--- src/rtl/buh_pkg.sv ---
// shared types, constants and codes of the budgeted undo/redo history
package buh_pkg;

  localparam int TAG_W         = 16;
  localparam int COST_W        = 16;
  localparam int TOTAL_W       = 22;
  localparam int DEPTH_OUT_W   = 7;
  localparam int EVICT_W       = 7;
  localparam int DEPTH_DEFAULT = 64;

  localparam logic [TOTAL_W-1:0] TOTAL_MAX = {TOTAL_W{1'b1}};
  localparam logic [EVICT_W-1:0] EVICT_MAX = {EVICT_W{1'b1}};

  typedef enum logic [1:0] {
    KIND_EXEC  = 2'd0,
    KIND_UNDO  = 2'd1,
    KIND_REDO  = 2'd2,
    KIND_CLEAR = 2'd3
  } kind_t;

  typedef enum logic [2:0] {
    ACT_NONE    = 3'd0,
    ACT_RUN     = 3'd1,
    ACT_UNDO    = 3'd2,
    ACT_RERUN   = 3'd3,
    ACT_CLEARED = 3'd4
  } action_t;

  typedef enum logic {
    ALU_ADD_SAT   = 1'b0,
    ALU_SUB_FLOOR = 1'b1
  } alu_op_t;

  // one history entry as held in either store
  typedef struct packed {
    logic [TAG_W-1:0]  tag;
    logic [COST_W-1:0] cost;
  } entry_t;

  // operand bundle for the shared arithmetic unit
  typedef struct packed {
    alu_op_t            op;
    logic [TOTAL_W-1:0] a;
    logic [TOTAL_W-1:0] b;
  } alu_req_t;

endpackage

--- src/rtl/budgeted_undo_redo_history.sv ---
// top level of the budgeted undo/redo history: sequencer, stores and shared unit
//
// Keeps an undo ring and a redo stack of command tags with their costs, and a
// running total of memory held. One request is worked at a time; in_stall is
// high from the cycle after acceptance until the sequencer returns to idle. A
// request is accepted while an earlier result still waits on the output
// register, but its own result is only loaded once that register is free.
// Clear, or undo/redo on an empty (or full) store, goes straight to the result;
// undo and redo do one store read and one move; execute adds the cost, takes
// off the redo total, drops the oldest entry first if the undo ring is full,
// pushes, then drops oldest entries while the total is over budget. The pace
// is set by the one shared add/subtract unit and the registered read port of
// the undo store: each dropped entry needs a read of its cost, a subtract from
// the total and a fresh compare against the budget. The next request can be
// accepted in the same cycle that out_valid rises. The budget register may be
// written at any time through cfg_valid/cfg_ready but is meant to change only
// while the block is idle. Stores need no clearing pass after reset.
module budgeted_undo_redo_history #(
  parameter int HISTORY_DEPTH = buh_pkg::DEPTH_DEFAULT
) (
  input  logic                              clk,
  input  logic                              rst_n,
  // request channel
  input  logic                              in_valid,
  output logic                              in_stall,
  input  logic [1:0]                        in_kind,
  input  logic [buh_pkg::TAG_W-1:0]         in_command_tag,
  input  logic [buh_pkg::COST_W-1:0]        in_cost,
  // result channel
  output logic                              out_valid,
  input  logic                              out_stall,
  output logic [2:0]                        out_action,
  output logic [buh_pkg::TAG_W-1:0]         out_acted_tag,
  output logic [buh_pkg::DEPTH_OUT_W-1:0]   out_undo_depth,
  output logic [buh_pkg::DEPTH_OUT_W-1:0]   out_redo_depth,
  output logic [buh_pkg::TOTAL_W-1:0]       out_memory_in_use,
  output logic [buh_pkg::EVICT_W-1:0]       out_evicted_count,
  // budget register write
  input  logic                              cfg_valid,
  output logic                              cfg_ready,
  input  logic [buh_pkg::TOTAL_W-1:0]       cfg_memory_budget
);

  localparam int IW = $clog2(HISTORY_DEPTH);        // store index
  localparam int FW = $clog2(HISTORY_DEPTH + 1);    // fill count, holds the depth
  localparam int SW = IW + 1;                       // ring index sum before wrap
  localparam logic [FW-1:0] FILL_FULL = FW'(HISTORY_DEPTH);
  localparam logic [SW-1:0] DEPTH_S   = SW'(HISTORY_DEPTH);
  localparam logic [IW-1:0] LAST_IDX  = IW'(HISTORY_DEPTH - 1);

  typedef enum logic [3:0] {
    S_IDLE,
    S_EX_ADD,   // total += new cost
    S_EX_SUB,   // total -= redo total, redo discarded
    S_EV_RD,    // read cost of oldest undo entry
    S_EV_SUB,   // drop oldest undo entry
    S_PUSH,     // write new entry on top of undo ring
    S_CHECK,    // compare total against budget
    S_UN_RD,
    S_UN_MV,
    S_RE_RD,
    S_RE_MV,
    S_DONE
  } state_t;

  state_t state_r, state_nxt;

  // control and running state
  logic [buh_pkg::TOTAL_W-1:0] budget_r;
  logic [IW-1:0]               oldest_r, oldest_nxt;
  logic [FW-1:0]               undo_fill_r, undo_fill_nxt;
  logic [FW-1:0]               redo_fill_r, redo_fill_nxt;
  logic [buh_pkg::TOTAL_W-1:0] redo_total_r, redo_total_nxt;
  logic [buh_pkg::TOTAL_W-1:0] total_r, total_nxt;
  logic                        push_pend_r, push_pend_nxt;

  // request being worked
  logic [buh_pkg::TAG_W-1:0]   tag_r, tag_nxt;
  logic [buh_pkg::COST_W-1:0]  cost_r, cost_nxt;
  buh_pkg::action_t            action_r, action_nxt;
  logic [buh_pkg::TAG_W-1:0]   acted_r, acted_nxt;
  logic [buh_pkg::EVICT_W-1:0] evicted_r, evicted_nxt;

  // output register
  logic                              out_valid_r, out_valid_nxt;
  buh_pkg::action_t                  o_action_r, o_action_nxt;
  logic [buh_pkg::TAG_W-1:0]         o_tag_r, o_tag_nxt;
  logic [buh_pkg::DEPTH_OUT_W-1:0]   o_undo_r, o_undo_nxt;
  logic [buh_pkg::DEPTH_OUT_W-1:0]   o_redo_r, o_redo_nxt;
  logic [buh_pkg::TOTAL_W-1:0]       o_mem_r, o_mem_nxt;
  logic [buh_pkg::EVICT_W-1:0]       o_evict_r, o_evict_nxt;

  // store ports
  logic            undo_wr_en, undo_rd_en;
  logic [IW-1:0]   undo_wr_addr, undo_rd_addr;
  buh_pkg::entry_t undo_wr_data, undo_rd_data;
  logic            redo_wr_en, redo_rd_en;
  logic [IW-1:0]   redo_wr_addr, redo_rd_addr;
  buh_pkg::entry_t redo_wr_data, redo_rd_data;

  // shared arithmetic unit
  buh_pkg::alu_req_t           alu_req;
  logic [buh_pkg::TOTAL_W-1:0] alu_res;
  logic                        alu_gt;

  // ring slot: oldest plus offset, wrapped once
  logic [FW-1:0] slot_off;
  logic [SW-1:0] slot_sum;
  logic [IW-1:0] slot_idx;
  logic [IW-1:0] oldest_inc;
  logic          out_free;

  assign slot_off   = (state_r == S_UN_RD) ? undo_fill_r - FW'(1) : undo_fill_r;
  assign slot_sum   = SW'(oldest_r) + SW'(slot_off);
  assign slot_idx   = (slot_sum >= DEPTH_S) ? IW'(slot_sum - DEPTH_S) : IW'(slot_sum);
  assign oldest_inc = (oldest_r == LAST_IDX) ? '0 : oldest_r + IW'(1);
  assign out_free   = !out_valid_r || !out_stall;

  buh_store #(.DEPTH(HISTORY_DEPTH), .AW(IW)) u_undo (
    .clk     (clk),
    .wr_en   (undo_wr_en),
    .wr_addr (undo_wr_addr),
    .wr_data (undo_wr_data),
    .rd_en   (undo_rd_en),
    .rd_addr (undo_rd_addr),
    .rd_data (undo_rd_data)
  );

  buh_store #(.DEPTH(HISTORY_DEPTH), .AW(IW)) u_redo (
    .clk     (clk),
    .wr_en   (redo_wr_en),
    .wr_addr (redo_wr_addr),
    .wr_data (redo_wr_data),
    .rd_en   (redo_rd_en),
    .rd_addr (redo_rd_addr),
    .rd_data (redo_rd_data)
  );

  buh_alu u_alu (
    .req    (alu_req),
    .res    (alu_res),
    .a_gt_b (alu_gt)
  );

  always_comb begin
    state_nxt      = state_r;
    oldest_nxt     = oldest_r;
    undo_fill_nxt  = undo_fill_r;
    redo_fill_nxt  = redo_fill_r;
    redo_total_nxt = redo_total_r;
    total_nxt      = total_r;
    push_pend_nxt  = push_pend_r;
    tag_nxt        = tag_r;
    cost_nxt       = cost_r;
    action_nxt     = action_r;
    acted_nxt      = acted_r;
    evicted_nxt    = evicted_r;
    out_valid_nxt  = out_valid_r && out_stall;
    o_action_nxt   = o_action_r;
    o_tag_nxt      = o_tag_r;
    o_undo_nxt     = o_undo_r;
    o_redo_nxt     = o_redo_r;
    o_mem_nxt      = o_mem_r;
    o_evict_nxt    = o_evict_r;

    undo_wr_en   = 1'b0;
    undo_wr_addr = slot_idx;
    undo_wr_data = '{tag: tag_r, cost: cost_r};
    undo_rd_en   = 1'b0;
    undo_rd_addr = oldest_r;
    redo_wr_en   = 1'b0;
    redo_wr_addr = IW'(redo_fill_r);
    redo_wr_data = undo_rd_data;
    redo_rd_en   = 1'b0;
    redo_rd_addr = IW'(redo_fill_r - FW'(1));

    alu_req.op = buh_pkg::ALU_SUB_FLOOR;
    alu_req.a  = total_r;
    alu_req.b  = budget_r;

    case (state_r)
      S_IDLE: begin
        if (in_valid) begin
          tag_nxt     = in_command_tag;
          cost_nxt    = in_cost;
          action_nxt  = buh_pkg::ACT_NONE;
          acted_nxt   = '0;
          evicted_nxt = '0;
          state_nxt   = S_DONE;
          case (buh_pkg::kind_t'(in_kind))
            buh_pkg::KIND_EXEC: begin
              action_nxt = buh_pkg::ACT_RUN;
              acted_nxt  = in_command_tag;
              state_nxt  = S_EX_ADD;
            end
            buh_pkg::KIND_UNDO: begin
              if (undo_fill_r != '0 && redo_fill_r != FILL_FULL) begin
                state_nxt = S_UN_RD;
              end
            end
            buh_pkg::KIND_REDO: begin
              if (redo_fill_r != '0 && undo_fill_r != FILL_FULL) begin
                state_nxt = S_RE_RD;
              end
            end
            buh_pkg::KIND_CLEAR: begin
              action_nxt     = buh_pkg::ACT_CLEARED;
              undo_fill_nxt  = '0;
              redo_fill_nxt  = '0;
              redo_total_nxt = '0;
              total_nxt      = '0;
            end
            default: begin
              state_nxt = S_DONE;
            end
          endcase
        end
      end
      S_EX_ADD: begin
        alu_req.op = buh_pkg::ALU_ADD_SAT;
        alu_req.b  = buh_pkg::TOTAL_W'(cost_r);
        total_nxt  = alu_res;
        state_nxt  = S_EX_SUB;
      end
      S_EX_SUB: begin
        alu_req.b      = redo_total_r;
        total_nxt      = alu_res;
        redo_fill_nxt  = '0;
        redo_total_nxt = '0;
        // full ring: make room before the push
        if (undo_fill_r == FILL_FULL) begin
          push_pend_nxt = 1'b1;
          state_nxt     = S_EV_RD;
        end else begin
          state_nxt = S_PUSH;
        end
      end
      S_EV_RD: begin
        undo_rd_en   = 1'b1;
        undo_rd_addr = oldest_r;
        state_nxt    = S_EV_SUB;
      end
      S_EV_SUB: begin
        alu_req.b     = buh_pkg::TOTAL_W'(undo_rd_data.cost);
        total_nxt     = alu_res;
        oldest_nxt    = oldest_inc;
        undo_fill_nxt = undo_fill_r - FW'(1);
        if (evicted_r != buh_pkg::EVICT_MAX) begin
          evicted_nxt = evicted_r + buh_pkg::EVICT_W'(1);
        end
        if (push_pend_r) begin
          push_pend_nxt = 1'b0;
          state_nxt     = S_PUSH;
        end else begin
          state_nxt = S_CHECK;
        end
      end
      S_PUSH: begin
        undo_wr_en    = 1'b1;
        undo_wr_data  = '{tag: tag_r, cost: cost_r};
        undo_fill_nxt = undo_fill_r + FW'(1);
        state_nxt     = S_CHECK;
      end
      S_CHECK: begin
        // same unit, compare only: total against budget
        if (alu_gt && undo_fill_r != '0) begin
          state_nxt = S_EV_RD;
        end else begin
          state_nxt = S_DONE;
        end
      end
      S_UN_RD: begin
        undo_rd_en   = 1'b1;
        undo_rd_addr = slot_idx;
        state_nxt    = S_UN_MV;
      end
      S_UN_MV: begin
        redo_wr_en     = 1'b1;
        redo_wr_data   = undo_rd_data;
        alu_req.op     = buh_pkg::ALU_ADD_SAT;
        alu_req.a      = redo_total_r;
        alu_req.b      = buh_pkg::TOTAL_W'(undo_rd_data.cost);
        redo_total_nxt = alu_res;
        redo_fill_nxt  = redo_fill_r + FW'(1);
        undo_fill_nxt  = undo_fill_r - FW'(1);
        action_nxt     = buh_pkg::ACT_UNDO;
        acted_nxt      = undo_rd_data.tag;
        state_nxt      = S_DONE;
      end
      S_RE_RD: begin
        redo_rd_en = 1'b1;
        state_nxt  = S_RE_MV;
      end
      S_RE_MV: begin
        undo_wr_en     = 1'b1;
        undo_wr_data   = redo_rd_data;
        alu_req.a      = redo_total_r;
        alu_req.b      = buh_pkg::TOTAL_W'(redo_rd_data.cost);
        redo_total_nxt = alu_res;
        redo_fill_nxt  = redo_fill_r - FW'(1);
        undo_fill_nxt  = undo_fill_r + FW'(1);
        action_nxt     = buh_pkg::ACT_RERUN;
        acted_nxt      = redo_rd_data.tag;
        state_nxt      = S_DONE;
      end
      S_DONE: begin
        // hold the result until the output register is free
        if (out_free) begin
          out_valid_nxt = 1'b1;
          o_action_nxt  = action_r;
          o_tag_nxt     = acted_r;
          o_undo_nxt    = buh_pkg::DEPTH_OUT_W'(undo_fill_r);
          o_redo_nxt    = buh_pkg::DEPTH_OUT_W'(redo_fill_r);
          o_mem_nxt     = total_r;
          o_evict_nxt   = evicted_r;
          state_nxt     = S_IDLE;
        end
      end
      default: begin
        state_nxt = S_IDLE;
      end
    endcase
  end

  always_ff @(posedge clk) begin
    if (!rst_n) begin
      state_r      <= S_IDLE;
      budget_r     <= buh_pkg::TOTAL_MAX;
      oldest_r     <= '0;
      undo_fill_r  <= '0;
      redo_fill_r  <= '0;
      redo_total_r <= '0;
      total_r      <= '0;
      push_pend_r  <= 1'b0;
      out_valid_r  <= 1'b0;
    end else begin
      state_r      <= state_nxt;
      oldest_r     <= oldest_nxt;
      undo_fill_r  <= undo_fill_nxt;
      redo_fill_r  <= redo_fill_nxt;
      redo_total_r <= redo_total_nxt;
      total_r      <= total_nxt;
      push_pend_r  <= push_pend_nxt;
      out_valid_r  <= out_valid_nxt;
      if (cfg_valid) begin
        budget_r <= cfg_memory_budget;
      end
    end
    // payload, no reset needed
    tag_r      <= tag_nxt;
    cost_r     <= cost_nxt;
    action_r   <= action_nxt;
    acted_r    <= acted_nxt;
    evicted_r  <= evicted_nxt;
    o_action_r <= o_action_nxt;
    o_tag_r    <= o_tag_nxt;
    o_undo_r   <= o_undo_nxt;
    o_redo_r   <= o_redo_nxt;
    o_mem_r    <= o_mem_nxt;
    o_evict_r  <= o_evict_nxt;
  end

  assign in_stall          = (state_r != S_IDLE);
  assign cfg_ready         = 1'b1;
  assign out_valid         = out_valid_r;
  assign out_action        = o_action_r;
  assign out_acted_tag     = o_tag_r;
  assign out_undo_depth    = o_undo_r;
  assign out_redo_depth    = o_redo_r;
  assign out_memory_in_use = o_mem_r;
  assign out_evicted_count = o_evict_r;

endmodule

--- src/rtl/buh_store.sv ---
// single-port-write, registered-read entry store for one history stack
module buh_store #(
  parameter int DEPTH = buh_pkg::DEPTH_DEFAULT,
  parameter int AW    = $clog2(DEPTH)
) (
  input  logic           clk,
  input  logic           wr_en,
  input  logic [AW-1:0]  wr_addr,
  input  buh_pkg::entry_t wr_data,
  input  logic           rd_en,
  input  logic [AW-1:0]  rd_addr,
  output buh_pkg::entry_t rd_data
);

  buh_pkg::entry_t mem_r [DEPTH];
  buh_pkg::entry_t rd_data_r;

  always_ff @(posedge clk) begin
    if (wr_en) begin
      mem_r[wr_addr] <= wr_data;
    end
    if (rd_en) begin
      rd_data_r <= mem_r[rd_addr];
    end
  end

  assign rd_data = rd_data_r;

endmodule

--- src/rtl/buh_alu.sv ---
// shared saturating add / floored subtract unit with greater-than flag
module buh_alu (
  input  buh_pkg::alu_req_t            req,
  output logic [buh_pkg::TOTAL_W-1:0]  res,
  output logic                         a_gt_b
);

  logic [buh_pkg::TOTAL_W:0] sum;
  logic [buh_pkg::TOTAL_W:0] diff;
  logic                      borrow;

  assign sum    = {1'b0, req.a} + {1'b0, req.b};
  assign diff   = {1'b0, req.a} - {1'b0, req.b};
  assign borrow = diff[buh_pkg::TOTAL_W];
  assign a_gt_b = !borrow && (diff[buh_pkg::TOTAL_W-1:0] != '0);

  always_comb begin
    case (req.op)
      buh_pkg::ALU_ADD_SAT: begin
        res = sum[buh_pkg::TOTAL_W] ? buh_pkg::TOTAL_MAX : sum[buh_pkg::TOTAL_W-1:0];
      end
      buh_pkg::ALU_SUB_FLOOR: begin
        res = borrow ? '0 : diff[buh_pkg::TOTAL_W-1:0];
      end
      default: begin
        res = req.a;
      end
    endcase
  end

endmodule

--- config.mk ---
export PLATFORM = sky130hd
export DESIGN_NAME = budgeted_undo_redo_history
export DESIGN_NICKNAME = d
export VERILOG_FILES = /design/src/rtl/buh_pkg.sv /design/src/rtl/budgeted_undo_redo_history.sv /design/src/rtl/buh_store.sv /design/src/rtl/buh_alu.sv
export SDC_FILE = /design/constraint.sdc
export NUM_CORES = 2
export LEC_CHECK = 0
export CORE_UTILIZATION = 35
export DETAILED_ROUTE_END_ITERATION = 8
export DONT_BUFFER_PORTS = 1
export SYNTH_ARGS = -nofsm -noshare
export SYNTH_HDL_FRONTEND = slang
export SYNTH_SLANG_ARGS = --single-unit
--- constraint.sdc ---
create_clock -name clk -period 8.2 [get_ports clk]
set_input_delay 0.82 -clock clk [delete_from_list [all_inputs] [get_ports clk]]
set_output_delay 0.82 -clock clk [all_outputs]
set_load 0.05 [all_outputs]
==> metrics.md <==
| Metric | Value |
|---|---|
| Post-synthesis sequential area ratio | 0.764 |
| Global placement routability congestion | 0.870 |
| Avg Vias per Cell | 5.61 |
| F_max | 0.143 GHz |
| Reg-to-Reg Start | state_r[2] |
| Internal | 41.9 mW |
| Post-CTS Resized | 0 |
| Net load switching power | 17.8 mW |
| Combinational share of power | 0.236 |
| Register bit total from synthesis | 4,372 |
| Worst skew pair latency | 1.01 ns |
| Pwr/cell area | 307 nW/um^2 |
| First-pass GRT wire length | 664,000 um |
| Design area | 195,000 sq um |
| YS warnings | 0 |
| Asr flop ratio synth | 0 |
| Status | finished clean |
| Synthesis-to-finish area growth | 14.2% |
| Setup crit end kind | flop |
| Initial antenna violation count | 41 |
| CTS tree | yes |
| WL final | 476,000 um |
| Syn nets | 8,204 |
| DP Area | 180,000 sq um |
| Die area | 490,000 sq um |
| Hold Crit Start | in_command_tag[13] |
| Sw Share | 0.298 |
| Core footprint | 486,000 sq um |
| Mapped Area | 171,000 sq um |
| Gr usage total | 0.190 |
| Crit share post-route | 0.855 |
| Final nets | 8,568 |
| CP Class | flop to flop |
| Routed wire length per instance | 31.2 um |
| CP max stage delay | 0.89 ns |
| Worst-Margin Slew | 1.33 ns |
| Final Skew | 0.0632 ns |
| Max-slew headroom | 0.108 |
| H-Tree Depth | 5 |
| Worst-path cell chain | nand2b_1 -> nor3_1 -> nor3_1 -> nand2_1 -> nor2_1 -> a31oi_1 -> ha_1 -> inv_1 -> fa_1 -> nor2b_1 -> o21ai_1 -> nand3_1 -> a21boi_0 -> o2111a_1 -> nor2_1 -> o21ai_0 -> o21ai_0 |
| Reg2Reg Depth | 17 |
| Largest fanout on the critical path | 32 |
| Max-Cap Viols | 0 |
| Sequential power share | 0.443 |
| Worst path slowest cell | nand2_1 |
| Number of fill cells in the layout | 42,300 |
| Total number of vias | 85,700 |
| WP data arrival | 7.88 ns |
| Grt ovf | 0 |
| Hold Path Depth | 2 |
| Largest net degree at the start of global routing | 136 |
| Clk pin slew, worst setup/hold paths | 0.06 ns |
| Yosys cell types | 72 |
| CTS sink count | 4,372 |
| Final Hold Vio Count | 0 |
| Power share of the clock group | 0.321 |
| Worst setup SP type | flop |
| Die span in y | 700 um |
| Initial DRC count | 10,700 |
| Final setup TNS | 0 ns |
| Final setup vio count | 0 |
| Share of cells above drive strength 1 | 0.257 |
| Post-synth EDFFs | 4,280 |
| Ports | 126 |
| Peak supply drop | 0.263 mV |
| IO buf count | 0 |
| RSZ-0062 raised after global routing | no |
| Worst hold path type | input pin to flop |
| Ys flop type | edfxtp_1 |
| Leakage | 59.9 nW |
| Vias in the first global route | 86,000 |
| Post-DRT Antenna Nets | 0 |
| Post-DP HPWL | 264,000 um |
| First-pass iteration count of the detailed router | 8 |
| Total CTS buffers | 427 |
| Root Buffer | clkbuf_16 |
| Syn Area/Cell | 21.1 sq um |
| Top-area cell type share of the netlist area | 0.753 |
| Slew Limit Fails | 0 |
| Starting Density | 0.351 |
| Min cycle time layout | 7.01 ns |
| Post-Syn Instances | 8,083 |
| Critical Path Start | state_r[2] |
| Synth area leader | edfxtp_1 |
| WP data required | 9.07 ns |
| Num rows | 256 |
| Residual DRC | 0 |
| Synth area leaders | edfxtp_1 (75%), mux4_2 (16%), nand2_1 (1.2%) |
| Bufs on Longest Clock Path | 4 |
| Die width | 700 um |
## Yosys cell counts, types with 14 or more instances
master	count
a31oi_1	21
edfxtp_1	4280
nor2_1	407
o21a_1	17
nand3_1	142
nor3_1	22
ha_1	57
dfxtp_1	92
buf_1	75
or3_1	15
o21ai_0	154
nor2b_1	17
nand4_1	27
nand3b_1	36
mux4_2	1184
mux2i_1	143
a22o_1	30
buf_4	22
o221ai_1	40
xnor2_1	23
xor2_1	16
nand2b_1	14
a22oi_1	20
a32oi_1	33
buf_2	90
nand2_1	555
a21oi_1	72
inv_1	61
clkbuf_1	236
## sequential cells by signal, indices dropped and copies added, names as in the netlist
name	count
out_action	3
total_r	22
oldest_r	6
out_memory_in_use	22
redo_total_r	22
tag_r	16
u_undo.mem_r	2048
action_r	3
state_r	4
evicted_r	7
out_evicted_count	7
budget_r	22
undo_fill_r	7
push_pend_r	1
out_acted_tag	16
u_redo.rd_data	32
out_valid	1
acted_r	16
cost_r	16
out_redo_depth	7
redo_fill_r	7
u_redo.mem_r	2048
u_undo.rd_data	32
out_undo_depth	7
## layout by cell type, fill, tap and decap left out, drive strengths merged, types with 17 or more instances in the layout
cell type,Yosys,final
a21oi,72,72
a22o,30,30
a22oi,20,20
a31oi,21,21
a32oi,33,33
buf,200,294
bufinv,0,32
clkbuf,236,530
clkinv,1,198
clkinvlp,0,17
dfxtp,92,92
diode,0,20
dlygate4sd3,0,77
edfxtp,4280,4280
ha,57,57
inv,61,75
mux2i,143,143
mux4,1184,1184
nand2,555,555
nand3,142,142
nand3b,36,36
nand4,27,27
nor2,407,407
nor2b,18,18
nor3,22,22
o21a,17,17
o21ai,162,162
o221ai,40,40
xnor2,23,23
## final timing paths
check	end	slack [ns]
max reg2reg	redo_total_r[14]	1.19
min	acted_r[13]	0.09
min reg2reg	out_acted_tag[14]	0.41
max	redo_total_r[14]	1.19
## power by group through the flow
| stage | registers, mW | logic (mW) | clock network, mW |
|---|---|---|---|
| final | 26.5 | 14.1 | 19.2 |
| after global routing | 26.5 | 14.8 | 20.3 |
| after CTS | 26.4 | 14.1 | 19.4 |
| after detailed placement | 26.9 | 14.0 | 0 |
| after global placement | 26.9 | 13.8 | 0 |
| after floorplan | 26.9 | 8.81 | 0 |
## stage by stage
step / hold slack (ns) / worst slack, ns / utilization / power (mW) / std cells
2_1_floorplan: 0.400 / 3.36 / - / 35.7 / 8083
3_3_place_gp: 0.410 / 1.54 / 0.371 / 40.7 / 14400
3_5_place_dp: 0.406 / 1.50 / 0.371 / 40.9 / 14400
4_1_cts: 0.00706 / 1.50 / 0.401 / 59.9 / 15300
5_1_grt: 0.0730 / 0.879 / 0.401 / 61.6 / 15300
6_report: 0.0944 / 1.19 / 0.401 / 59.8 / 15300
## worst max-delay path: cells and delay by family, from the launching register on
kind                       cells  cell delay [ns]
and+or+nand+nor                8             2.79
AOI/OAI and AO/OA              6             2.55
DFF                            1             0.75
adders and majority gates      2             0.73
buffers and inverters          1             0.06
## final cells by class
class / instances / area, sq um / share of cell area
flip-flops and latches: 4372 / 130000 / 0.669
multi-input cells: 3213 / 39300 / 0.202
clock buffers: 530 / 11200 / 0.0575
well taps: 6450 / 8070 / 0.0414
repair buffers: 371 / 3290 / 0.0169
clock inverters: 260 / 2300 / 0.0118
inverters: 62 / 233 / 0.00119
diodes: 20 / 50.0 / 0.000257
## what timing repair did
item                                   4_1_cts  5_1_grt
hold buffers                                78        0
setup buffers                                0        0
endpoints found under the hold margin       71        0
setup endpoints to repair                    0        0
## cells by family (layout without fill, tap and decap cells)
kind of cell | Yosys count | after routing | share of synthesized area
compound gates | 506 | 506 | 0.0200
xor+xnor | 39 | 39 | 0.00200
fa+ha+maj | 60 | 60 | 0.00453
buf+inv | 498 | 1223 | 0.0127
flops | 4372 | 4372 | 0.764
mux | 1327 | 1327 | 0.165
other cells | 1 | 21 | 0.0000220
simple gates | 1280 | 1280 | 0.0320
## layer usage
| layer | routed length, um | global-route usage | up-vias |
|---|---|---|---|
| met5 | 37 | 0 | - |
| met4 | 18200 | 0.0694 | 6 |
| met3 | 41800 | 0.0396 | 729 |
| met2 | 226000 | 0.304 | 4101 |
| met1 | 190000 | 0.257 | 46500 |
| li1 | - | - | 34300 |
Note: power is estimated with default switching activity, not from simulation.
